<file path="config.mk">
export PLATFORM = sky130hd
export DESIGN_NAME = pwm_led_state_classifier
export DESIGN_NICKNAME = d
export VERILOG_FILES = /design/src/sv/pwm_lsc_pkg.sv /design/src/sv/pwm_lsc_front.sv /design/src/sv/pwm_lsc_queue.sv /design/src/sv/pwm_lsc_back.sv /design/src/sv/pwm_led_state_classifier.sv
export SDC_FILE = /design/constraint.sdc
export NUM_CORES = 2
export LEC_CHECK = 0
export ABC_AREA = 1
export BUFFER_PORTS_ARGS = -buffer_cell sky130_fd_sc_hd__clkbuf_2
export CORE_UTILIZATION = 55
export DETAILED_ROUTE_END_ITERATION = 6
export PLACE_DENSITY = 0.71
export SLEW_MARGIN = 25
export SYNTH_ARGS = -nofsm -noshare
export SYNTH_HDL_FRONTEND = slang
export SYNTH_SLANG_ARGS = --single-unit
</file>
<file path="constraint.sdc">
create_clock -name clk_i -period 20.1 [get_ports clk_i]
set_clock_uncertainty 0.05 [all_clocks]
set_input_delay 4.02 -clock clk_i [delete_from_list [all_inputs] [get_ports clk_i]]
set_output_delay 4.02 -clock clk_i [all_outputs]
set_load 0.01 [all_outputs]
</file>
<file path="src/sv/pwm_lsc_pkg.sv">
// ----------------------------------------------------------------------------
// pwm_lsc_pkg
// Types and constants shared by the PWM LED state classifier modules.
// ----------------------------------------------------------------------------
package pwm_lsc_pkg;

  localparam int unsigned StampW    = 63;
  localparam int unsigned PermilleW = 10;
  localparam int unsigned ProdW     = StampW + PermilleW;
  localparam int unsigned LedW      = 8;
  localparam int unsigned PeriodW   = 32;
  localparam int unsigned CfgDataW  = 32;
  localparam int unsigned CfgIdxW   = 2;

  localparam logic [PermilleW-1:0] PermilleScale  = 10'd1000;
  localparam logic [LedW-1:0]      LedIdReset     = 8'd0;
  localparam logic [PermilleW-1:0] OnDutyReset    = 10'd950;
  localparam logic [PermilleW-1:0] OffDutyReset   = 10'd50;
  localparam logic [PeriodW-1:0]   MaxPeriodReset = 32'd33333;

  typedef enum logic [CfgIdxW-1:0] {
    CfgLedId     = 2'd0,
    CfgOnDuty    = 2'd1,
    CfgOffDuty   = 2'd2,
    CfgMaxPeriod = 2'd3
  } cfg_idx_e;

  typedef enum logic [1:0] {
    PhFirst  = 2'd0,
    PhSecond = 2'd1,
    PhThird  = 2'd2
  } phase_e;

  typedef struct packed {
    logic              pin_level;
    logic [StampW-1:0] stamp_us;
  } in_item_t;

  typedef struct packed {
    logic [LedW-1:0] led_number;
    logic            turn_on;
    logic            last_event;
  } out_item_t;

  typedef struct packed {
    logic              classify;
    logic [StampW-1:0] period;
    logic [StampW-1:0] high;
  } cmd_t;

  typedef struct packed {
    logic [LedW-1:0]      led_id;
    logic [PermilleW-1:0] on_duty_permille;
    logic [PermilleW-1:0] off_duty_permille;
    logic [PeriodW-1:0]   max_steady_period_us;
  } cfg_t;

endpackage

</file>
<file path="src/sv/pwm_lsc_front.sv">
// ----------------------------------------------------------------------------
// pwm_lsc_front
// Groups pin events into triples and turns each event into a command with
// the measured period and high time.
// ----------------------------------------------------------------------------
module pwm_lsc_front import pwm_lsc_pkg::*; (
  input  logic     clk_i,
  input  logic     rst_ni,
  input  logic     in_valid_i,
  input  in_item_t in_data_i,
  output logic     in_ready_o,
  output logic     cmd_valid_o,
  output cmd_t     cmd_o,
  input  logic     cmd_ready_i
);

  phase_e            phase_q, phase_d;
  logic [StampW-1:0] stamp0_q, stamp0_d;
  logic [StampW-1:0] stamp1_q, stamp1_d;
  logic              first_level_q, first_level_d;
  logic              xfer;

  assign in_ready_o  = cmd_ready_i;
  assign cmd_valid_o = in_valid_i;
  assign xfer        = in_valid_i && cmd_ready_i;

  always_ff @(posedge clk_i or negedge rst_ni) begin
    if (!rst_ni) begin
      phase_q       <= PhFirst;
      stamp0_q      <= '0;
      stamp1_q      <= '0;
      first_level_q <= 1'b0;
    end else begin
      phase_q       <= phase_d;
      stamp0_q      <= stamp0_d;
      stamp1_q      <= stamp1_d;
      first_level_q <= first_level_d;
    end
  end

  always_comb begin
    phase_d        = phase_q;
    stamp0_d       = stamp0_q;
    stamp1_d       = stamp1_q;
    first_level_d  = first_level_q;
    cmd_o.classify = 1'b0;
    cmd_o.period   = in_data_i.stamp_us - stamp0_q;
    cmd_o.high     = first_level_q ? (stamp1_q - stamp0_q) : (in_data_i.stamp_us - stamp1_q);
    case (phase_q)
      PhFirst: begin
        if (xfer) begin
          stamp0_d      = in_data_i.stamp_us;
          first_level_d = in_data_i.pin_level;
          phase_d       = PhSecond;
        end
      end
      PhSecond: begin
        if (xfer) begin
          stamp1_d = in_data_i.stamp_us;
          phase_d  = PhThird;
        end
      end
      default: begin
        cmd_o.classify = 1'b1;
        if (xfer) begin
          phase_d = PhFirst;
        end
      end
    endcase
  end

endmodule

</file>
<file path="src/sv/pwm_lsc_queue.sv">
// ----------------------------------------------------------------------------
// pwm_lsc_queue
// Small FIFO of commands between the front and the back.
// ----------------------------------------------------------------------------
module pwm_lsc_queue import pwm_lsc_pkg::*; #(
  parameter int unsigned Depth = 4
) (
  input  logic clk_i,
  input  logic rst_ni,
  input  logic push_valid_i,
  input  cmd_t push_data_i,
  output logic push_ready_o,
  output logic pop_valid_o,
  output cmd_t pop_data_o,
  input  logic pop_ready_i
);

  localparam int unsigned PtrW = (Depth > 1) ? $clog2(Depth) : 1;
  localparam int unsigned CntW = $clog2(Depth + 1);
  localparam logic [PtrW-1:0] LastPtr  = PtrW'(Depth - 1);
  localparam logic [CntW-1:0] FullCnt  = CntW'(Depth);

  cmd_t            mem_q [Depth];
  logic [PtrW-1:0] wr_ptr_q, wr_ptr_d;
  logic [PtrW-1:0] rd_ptr_q, rd_ptr_d;
  logic [CntW-1:0] count_q, count_d;
  logic            push, pop;

  assign push_ready_o = (count_q != FullCnt);
  assign pop_valid_o  = (count_q != '0);
  assign pop_data_o   = mem_q[rd_ptr_q];
  assign push         = push_valid_i && push_ready_o;
  assign pop          = pop_valid_o && pop_ready_i;

  always_comb begin
    wr_ptr_d = wr_ptr_q;
    rd_ptr_d = rd_ptr_q;
    count_d  = count_q;
    if (push) begin
      wr_ptr_d = (wr_ptr_q == LastPtr) ? '0 : wr_ptr_q + 1'b1;
    end
    if (pop) begin
      rd_ptr_d = (rd_ptr_q == LastPtr) ? '0 : rd_ptr_q + 1'b1;
    end
    if (push && !pop) begin
      count_d = count_q + 1'b1;
    end else if (pop && !push) begin
      count_d = count_q - 1'b1;
    end
  end

  always_ff @(posedge clk_i or negedge rst_ni) begin
    if (!rst_ni) begin
      wr_ptr_q <= '0;
      rd_ptr_q <= '0;
      count_q  <= '0;
    end else begin
      wr_ptr_q <= wr_ptr_d;
      rd_ptr_q <= rd_ptr_d;
      count_q  <= count_d;
    end
  end

  always_ff @(posedge clk_i) begin
    if (push) begin
      mem_q[wr_ptr_q] <= push_data_i;
    end
  end

  assert property (@(posedge clk_i) disable iff (!rst_ni) count_q <= FullCnt)
    else $error("queue count beyond depth");
  assert property (@(posedge clk_i) disable iff (!rst_ni)
    (count_q == '0) |-> (wr_ptr_q == rd_ptr_q))
    else $error("empty queue with pointers apart");
  assert property (@(posedge clk_i) disable iff (!rst_ni)
    (push && !pop) |=> (count_q == $past(count_q) + 1'b1))
    else $error("queue count missed a transfer");

endmodule

</file>
<file path="src/sv/pwm_lsc_back.sv">
// ----------------------------------------------------------------------------
// pwm_lsc_back
// Duty products, steady/flash decision, LED state and result output.
// ----------------------------------------------------------------------------
module pwm_lsc_back import pwm_lsc_pkg::*; (
  input  logic      clk_i,
  input  logic      rst_ni,
  input  cfg_t      cfg_i,
  input  logic      cmd_valid_i,
  input  cmd_t      cmd_i,
  output logic      cmd_ready_o,
  output logic      out_valid_o,
  output out_item_t out_data_o,
  input  logic      out_ready_i
);

  // product stage
  logic             m_valid_q, m_valid_d;
  logic             m_classify_q;
  logic             m_zero_q;
  logic             m_fast_q;
  logic [ProdW-1:0] m_high_q;
  logic [ProdW-1:0] m_on_q;
  logic [ProdW-1:0] m_off_q;

  // result stage
  logic [1:0]       rem_q, rem_d;
  logic             on0_q, on0_d;
  logic             on1_q, on1_d;

  logic             lit_q, lit_d;
  logic             blink_q, blink_d;
  logic             slow_q, slow_d;

  logic             out_xfer, res_free, retire, load;
  logic             above, below, cls_emit, cls_on;

  assign out_xfer    = out_valid_o && out_ready_i;
  assign res_free    = (rem_q == 2'd0) || ((rem_q == 2'd1) && out_ready_i);
  assign retire      = m_valid_q && res_free;
  assign cmd_ready_o = !m_valid_q || retire;
  assign load        = cmd_valid_i && cmd_ready_o;
  assign m_valid_d   = load || (m_valid_q && !retire);

  always_ff @(posedge clk_i) begin
    if (load) begin
      m_classify_q <= cmd_i.classify;
      m_zero_q     <= (cmd_i.period == '0);
      m_fast_q     <= (cmd_i.period <= StampW'(cfg_i.max_steady_period_us));
      m_high_q     <= ProdW'(cmd_i.high) * ProdW'(PermilleScale);
      m_on_q       <= ProdW'(cmd_i.period) * ProdW'(cfg_i.on_duty_permille);
      m_off_q      <= ProdW'(cmd_i.period) * ProdW'(cfg_i.off_duty_permille);
    end
  end

  always_comb begin
    above    = !m_zero_q && (m_high_q > m_on_q);
    below    = !m_zero_q && (m_high_q < m_off_q);
    lit_d    = lit_q;
    blink_d  = blink_q;
    slow_d   = slow_q;
    rem_d    = rem_q;
    on0_d    = on0_q;
    on1_d    = on1_q;
    cls_emit = 1'b0;
    cls_on   = 1'b0;
    if (m_classify_q) begin
      if (above) begin
        cls_emit = !lit_q;
        cls_on   = 1'b1;
      end else if (below) begin
        cls_emit = lit_q;
        cls_on   = 1'b0;
      end else if (m_fast_q) begin
        cls_emit = !lit_q;
        cls_on   = 1'b1;
      end
    end
    if (out_xfer) begin
      rem_d = rem_q - 1'b1;
      on0_d = on1_q;
    end
    if (retire) begin
      if (slow_q) begin
        blink_d = !blink_q;
        on0_d   = blink_q;
        on1_d   = cls_on;
        rem_d   = cls_emit ? 2'd2 : 2'd1;
      end else begin
        on0_d = cls_on;
        rem_d = cls_emit ? 2'd1 : 2'd0;
      end
      if (m_classify_q) begin
        slow_d = !above && !below && !m_fast_q;
        if (cls_emit) begin
          lit_d = cls_on;
        end
      end
    end
  end

  always_ff @(posedge clk_i or negedge rst_ni) begin
    if (!rst_ni) begin
      m_valid_q <= 1'b0;
      rem_q     <= 2'd0;
      lit_q     <= 1'b0;
      blink_q   <= 1'b0;
      slow_q    <= 1'b0;
    end else begin
      m_valid_q <= m_valid_d;
      rem_q     <= rem_d;
      lit_q     <= lit_d;
      blink_q   <= blink_d;
      slow_q    <= slow_d;
    end
  end

  always_ff @(posedge clk_i) begin
    on0_q <= on0_d;
    on1_q <= on1_d;
  end

  assign out_valid_o           = (rem_q != 2'd0);
  assign out_data_o.led_number = cfg_i.led_id;
  assign out_data_o.turn_on    = on0_q;
  assign out_data_o.last_event = (rem_q == 2'd1);

  assert property (@(posedge clk_i) disable iff (!rst_ni) rem_q != 2'd3)
    else $error("more than two pending results");
  assert property (@(posedge clk_i) disable iff (!rst_ni)
    (retire && !slow_q && !m_classify_q) |=> (rem_q == 2'd0))
    else $error("result from a non-classifying event outside flash mode");
  assert property (@(posedge clk_i) disable iff (!rst_ni)
    (retire && m_classify_q && slow_d) |=> $stable(lit_q))
    else $error("LED state changed on entry to flash mode");
  assert property (@(posedge clk_i) disable iff (!rst_ni)
    (retire && !m_classify_q) |=> $stable(slow_q))
    else $error("flash mode changed outside classification");

endmodule

</file>
<file path="src/sv/pwm_led_state_classifier.sv">
// ----------------------------------------------------------------------------
// pwm_led_state_classifier
// Classifies PWM pin events in triples and drives LED on/off results.
// Path: with the queue empty, an event's first result is offered once it has
// passed the queue, the product stage and the result stage; a second result of
// the same event is offered after the first one transfers.
// Throughput: one event per cycle while the LED side takes every result; an event
// with two results holds the back until its second result has transferred.
// Reset: LED off, flash mode off, triple restarts, registers take defaults.
// ----------------------------------------------------------------------------
module pwm_led_state_classifier import pwm_lsc_pkg::*; #(
  parameter int unsigned QueueDepth = 4
) (
  input  logic                clk_i,
  input  logic                rst_ni,
  input  logic                cfg_we_i,
  input  logic [CfgIdxW-1:0]  cfg_idx_i,
  input  logic [CfgDataW-1:0] cfg_wdata_i,
  input  logic                in_valid_i,
  input  in_item_t            in_data_i,
  output logic                in_ready_o,
  output logic                out_valid_o,
  output out_item_t           out_data_o,
  input  logic                out_ready_i
);

  cfg_t cfg_q;
  logic front_valid, front_ready;
  cmd_t front_cmd;
  logic q_valid, q_ready;
  cmd_t q_cmd;

  always_ff @(posedge clk_i or negedge rst_ni) begin
    if (!rst_ni) begin
      cfg_q.led_id               <= LedIdReset;
      cfg_q.on_duty_permille     <= OnDutyReset;
      cfg_q.off_duty_permille    <= OffDutyReset;
      cfg_q.max_steady_period_us <= MaxPeriodReset;
    end else if (cfg_we_i) begin
      case (cfg_idx_e'(cfg_idx_i))
        CfgLedId:     cfg_q.led_id               <= cfg_wdata_i[LedW-1:0];
        CfgOnDuty:    cfg_q.on_duty_permille     <= cfg_wdata_i[PermilleW-1:0];
        CfgOffDuty:   cfg_q.off_duty_permille    <= cfg_wdata_i[PermilleW-1:0];
        CfgMaxPeriod: cfg_q.max_steady_period_us <= cfg_wdata_i[PeriodW-1:0];
        default: begin
        end
      endcase
    end
  end

  pwm_lsc_front u_front (
    .clk_i       (clk_i),
    .rst_ni      (rst_ni),
    .in_valid_i  (in_valid_i),
    .in_data_i   (in_data_i),
    .in_ready_o  (in_ready_o),
    .cmd_valid_o (front_valid),
    .cmd_o       (front_cmd),
    .cmd_ready_i (front_ready)
  );

  pwm_lsc_queue #(
    .Depth (QueueDepth)
  ) u_queue (
    .clk_i        (clk_i),
    .rst_ni       (rst_ni),
    .push_valid_i (front_valid),
    .push_data_i  (front_cmd),
    .push_ready_o (front_ready),
    .pop_valid_o  (q_valid),
    .pop_data_o   (q_cmd),
    .pop_ready_i  (q_ready)
  );

  pwm_lsc_back u_back (
    .clk_i       (clk_i),
    .rst_ni      (rst_ni),
    .cfg_i       (cfg_q),
    .cmd_valid_i (q_valid),
    .cmd_i       (q_cmd),
    .cmd_ready_o (q_ready),
    .out_valid_o (out_valid_o),
    .out_data_o  (out_data_o),
    .out_ready_i (out_ready_i)
  );

endmodule

</file>
# Word-level counts from Yosys, hierarchy flattened
# Memories as Yosys holds them, arrays and structs flattened.
# Index checks and enable logic that the tools add are counted.
[word_totals]
register_bits = 423
latch_bits = 0
ramBits = 508
romBits = 0
inputBits = 103
out_inout_bits = 12
mem_count = 1
[mem_list]
columns = ["memory", "depth", "width", "read_ports", "rd_clocked_by_memory_dff", "write_ports", "line_no", "text"]
rows = [
  ["u_queue.mem_q", 4, 127, 1, 0, 1, "pwm_lsc_queue.sv:23", "cmd_t mem_q [Depth];"],
]
[op_classes]
n_addsub = 8
multipliers = 3
n_div = 0
n_lt_le_gt_ge = 3
n_eq_ne = 8
shift = 0
n_mux = 28
bitwise_logic = 0
reduce_logical = 43
[op_table]
columns = ["operator", "n"]
rows = [
  ["subtractor 63 bit", 3],
  ["multiplier 63 x 10 -> 73 bit", 2],
  ["greater-than comparator 73 bit", 1],
  ["less-than comparator 73 bit", 1],
  ["multiplier 63 x 7 -> 70 bit (second input constant)", 1],
  ["<= comparator 63 x 32 -> 1 bit", 1],
  ["zero test 63 bit", 1],
  ["2-to-1 mux 63 bit", 1],
  ["2-to-1 mux 2 bit", 9],
  ["AND reduction 2 bit", 8],
  ["2-to-1 mux 1 bit", 15],
  ["logical AND 1 bit", 12],
  ["zero test 1 bit", 10],
  ["equality test 2 bit (second input constant)", 4],
  ["equality test 2 x 1 -> 1 bit (second input constant)", 3],
  ["zero test 2 bit", 3],
  ["2-to-1 mux 3 bit", 2],
  ["nonzero test 2 bit", 3],
  ["adder 2 x 1 -> 2 bit (second input constant)", 2],
  ["one-hot mux 2 bit (2 select lines)", 1],
  ["adder 3 x 1 -> 3 bit (second input constant)", 1],
  ["logical OR 1 bit", 3],
  ["!= test 3 bit (second input constant)", 1],
  ["AND reduction 3 bit", 1],
  ["4 further kinds", 4],
]

# Depth between registers and ports, before layout
[depth]
word_depth = 9
ltp_mapped = 36
mapped_depth_nobuf = 32

# Hierarchy
# Synthesis repeated with hierarchy kept, for this count alone.
[unflattened]
cells_unflattened = 14554
area_unflattened_um2 = 110890.1
[modules_own_cells]
columns = ["module", "instances", "cells_per_inst", "area_each_um2", "seq_area_each_um2"]
rows = [
  ["pwm_lsc_back", 1, 8541, 65575.4, 6786.5],
  ["pwm_lsc_front", 1, 4204, 21954.8, 3228.1],
  ["pwm_lsc_queue", 1, 1540, 20797.4, 15429.8],
  ["pwm_led_state_classifier", 1, 269, 2562.5, 1521.5],
]

# Least setup slack after synthesis
# OpenSTA, ideal clock, no wires.
[synth_path]
path_kind = "input -> register"
start = "input in_valid_i"
end = "memory u_queue.mem_q[0][0] in the netlist's numbering (enable)"
setup_time_ps = 615
arrival_time_ps = 9425
required_ps = 19435
setup_slack_ps = 10010
path_stages = 2
n_path_buf = 0
path_cell_list = "nand2_1 -> nor2_1"
[synth_via]
elab_chain_len = 3
[synth_lines]
columns = ["element", "line_no", "text"]
rows = [
  ["from (decl)", "pwm_led_state_classifier.sv:19", "input logic in_valid_i,"],
  ["logical AND 1 bit", "pwm_lsc_queue.sv:32", "assign push = push_valid_i && push_ready_o;"],
  ["2-to-1 mux 1 bit", "pwm_lsc_queue.sv:65", "if (push) begin"],
  ["2-to-1 mux 1 bit (not written as such)", "pwm_lsc_queue.sv:66", "mem_q[wr_ptr_q] <= push_data_i;"],
  ["to (decl)", "pwm_lsc_queue.sv:23", ""],
]
# Every way passes these cells.

# Worst setup path in the final report
[layout_path]
start = "register u_queue.rd_ptr_q[0]"
end = "register u_back.m_on_q[46], data pin"
[layout_via]
elab_chain_len = 2
[layout_lines]
columns = ["element", "line_no", "text"]
rows = [
  ["from (decl)", "pwm_lsc_queue.sv:25", "logic [PtrW-1:0] rd_ptr_q, rd_ptr_d;"],
  ["from (signal assigned)", "pwm_lsc_queue.sv:59", "rd_ptr_q <= rd_ptr_d;"],
  ["memory (4 x 127 bit)", "--", ""],
  ["multiplier 63 x 10 -> 73 bit", "pwm_lsc_back.sv:51", "m_on_q <= ProdW'(cmd_i.period) * ProdW'(cfg_i.on_duty_permille);"],
  ["to (signal assigned)", "pwm_lsc_back.sv:51", ""],
  ["to (decl)", "pwm_lsc_back.sv:23", "logic [ProdW-1:0] m_on_q;"],
]
# Every way passes these cells.
# A chain may end at the register's enable or synchronous reset.

==> results by group <==
Finish
  – Fin nets: ~14000
  – Area grow syn2layout: 6.659%
  – Fillers: 16560
  – Non-filler cells, final: 15000
  – Share of post-route cells with drive strength above 1: between 3 and 4%
  – Final core occ: 59.32%

Timing
  – Max Fclk: approximately 100 MHz
  – Tightest Pin Transition: about 1.2 ns
  – Slew headroom: 18.15%
  – Setup Total Neg Slack: 0 ns
  – Hold_ws: 0.4180 ns
  – RSZ-0062 raised after global routing: false
  – Final setup fails: 0
  – Max-slew violations: 0
  – Fin crit share: about half
  – Minimum clock period: 9.855 ns
  – Hold Fails Final Rpt: 0

Clocking
  – Clk buf depth: 3
  – CTS tree: built
  – CTS root buffer: clkbuf_16
  – # Post-CTS Setup Buffers: 0
  – # hold bufs at CTS: 0
  – Clk sinks: roughly 930
  – H-tree depth: 3
  – Post-CTS Resized: 0
  – Clock-pin slew on the worst setup and hold paths: about 0.060 ns
  – Num CTS Buffers: 103
  – Worst-Skew Late Latency: 0.80 ns

Drt
  – Post-DRT Antenna Nets: 0
  – DR vias: just under 90000
  – Met3 wire len: 45.70 mm
  – Pre-antenna DRT Iters: 6
  – DR WL/cell: 26.12 microns
  – DR vias/cell: 5.968
  – Met2 WL: 169.9 mm
  – DRT iter0 DRCs: 10530
  – Routed WL: just under 400 mm
  – DRC viols: 0
  – DRT met1 WL: 150.1 mm
  – Max Used Layer: met5

Yosys
  – Most frequent cell after synthesis: inv_1
  – Syn Area/Cell: 8.215 sq um
  – Synth Warn #: 0
  – Synth Register Bits: 931
  – Synth top area share: 23.84%
  – Post-synthesis cell type count: 56
  – Sequential area share after synthesis: 26.34%
  – Synth Instances: approximately 12000
  – Synth top area cells: fa_1 24%, edfxtp_1 21%, ha_1 8.9%
  – Synth area leader: fa_1
  – Syn Nets: 14510
  – Synth top cells by count: 2313 x inv_1, 2296 x nand2_1, 1704 x nor2_1, 1219 x fa_1, 784 x o21ai_0
  – Mapped cell area: 0.1024 sq mm
  – Asr flop ratio synth: 21.70%
  – EDFF count, synth: 729
  – Main synth FF type: edfxtp_1

Worst setup path
  – Setup Crit Path Kind: register to register
  – Critical path's largest stage delay: 0.85 ns
  – Cell mode on critical path: nand2_1
  – Slowest cell on the critical path: buf_4
  – Top delay family on crit path: simple AND/OR/NAND/NOR gates
  – Worst-path maximum fanout: 95
  – CP required: between 20 and 25 ns
  – Critical path capture point type: register
  – CP Launch Type: register
  – Reg2reg setup slack: 10.25 ns
  – WP buf/inv: 7
  – Arrival time at the worst endpoint: around 10 ns

Floorplan
  – Rows: between 150 and 200
  – Die width: 433.4 microns
  – DIE AREA: around 0.19 sq mm
  – I/O pins: ~120
  – Core Region: 0.1841 sq mm
  – Initial core utilization: about 56%
  – Die height: between 400 and 500 microns

Placed design
  – Dpl hpwl: 319.4 mm
  – Placer Congestion: 1.074
  – Placed Cells: 14800
  – # port buffers: between 100 and 150

Global route
  – Vias in the first global route: 89810
  – Global-route wire length before repair: 575.5 mm
  – Initial antenna violation count: 15
  – Gr ovfl total: 0
  – Largest net degree at the start of global routing: 108
  – Total track usage: 41.93%

Flow run
  – # Max-Cap Violations: 0

Worst hold path
  – Worst hold path class: register to register

Outcome
  – Status: completed
sequential cells by signal, summed over array words and instances (netlist names), 2 cells and up:
name              count
u_queue.mem_q       508
u_back.m_off_q       73
u_back.m_on_q        73
u_back.m_high_q      70
u_front.stamp0_q     63
u_front.stamp1_q     63
cfg_q                60
u_queue.count_q       3
u_back.rem_q          2
u_front.phase_q       2
u_queue.rd_ptr_q      2
u_queue.wr_ptr_q      2
cells in the final DEF (no fill, tap or decap), types with 87 or more instances in the layout:
cell type     n
a21oi_1     748
a31oi_1      87
buf_4        96
clkbuf_16   103
clkbuf_2    113
dfrtp_1     178
edfxtp_1    729
fa_1       1219
ha_1        730
inv_1      2309
nand2_1    2295
nand3_1     381
nor2_1     1700
nor3_1       93
o21ai_0     776
xor2_1      188
path summary, 6_finish.rpt:
path,end,depth (start not counted),startpoint
worst max register to register,u_back.m_on_q[46],27,u_queue.rd_ptr_q[0]
worst min register to register,u_back.blink_q,1,u_back.blink_q
min in group asynchronous,cfg_q[54],1,rst_ni
worst min-delay path,u_back.blink_q,1,u_back.blink_q
worst max-delay path,u_back.m_on_q[46],27,u_queue.rd_ptr_q[0]
max in group asynchronous,u_front.stamp1_q[5],3,rst_ni
logic make-up (layout without fill, tap and decap cells):
logic type      Yosys count  count (layout)  synth area share, %
flops                   931             931                26.34
simple gates           4636            4636                18.00
fa+ha+maj              1949            1949                32.76
xor+xnor                276             276                2.361
buf+inv                2700            2767                10.02
mux                       2               2              0.01956
compound gates         1967            1967                10.51
other cells               0               8                    0
layer usage:
metal	GRT usage (%)	up-vias
met2	63.59	5303
met5	0	-
met4	23.14	6
met1	54.33	43730
met3	11.53	1123
li1	-	39370
metrics by stage:
stage	worst slack, ns	cell area (sq um)
2_1_floorplan	10.01	102400
3_3_place_gp	10.75	105500
3_5_place_dp	10.71	105600
4_1_cts	10.68	109100
5_1_grt	10.06	109200
6_report	10.25	109200
area by class of cell:
type                       instances  area (sq um)  share of cell area (%)
timing repair buffer             216          1400                   1.282
tap                             2464          3083                   2.823
clock inverter                    80         898.4                  0.8228
antenna                            8         20.02                 0.01833
inverter                        2356          8859                   8.113
multi-input combinational       8830         65310                   59.81
sequential                       931         26990                   24.72
clock buffer                     115          2633                   2.411
Power is not shown: default switching activity piles up to over one toggle a cycle in this logic, so the estimate is an artifact.
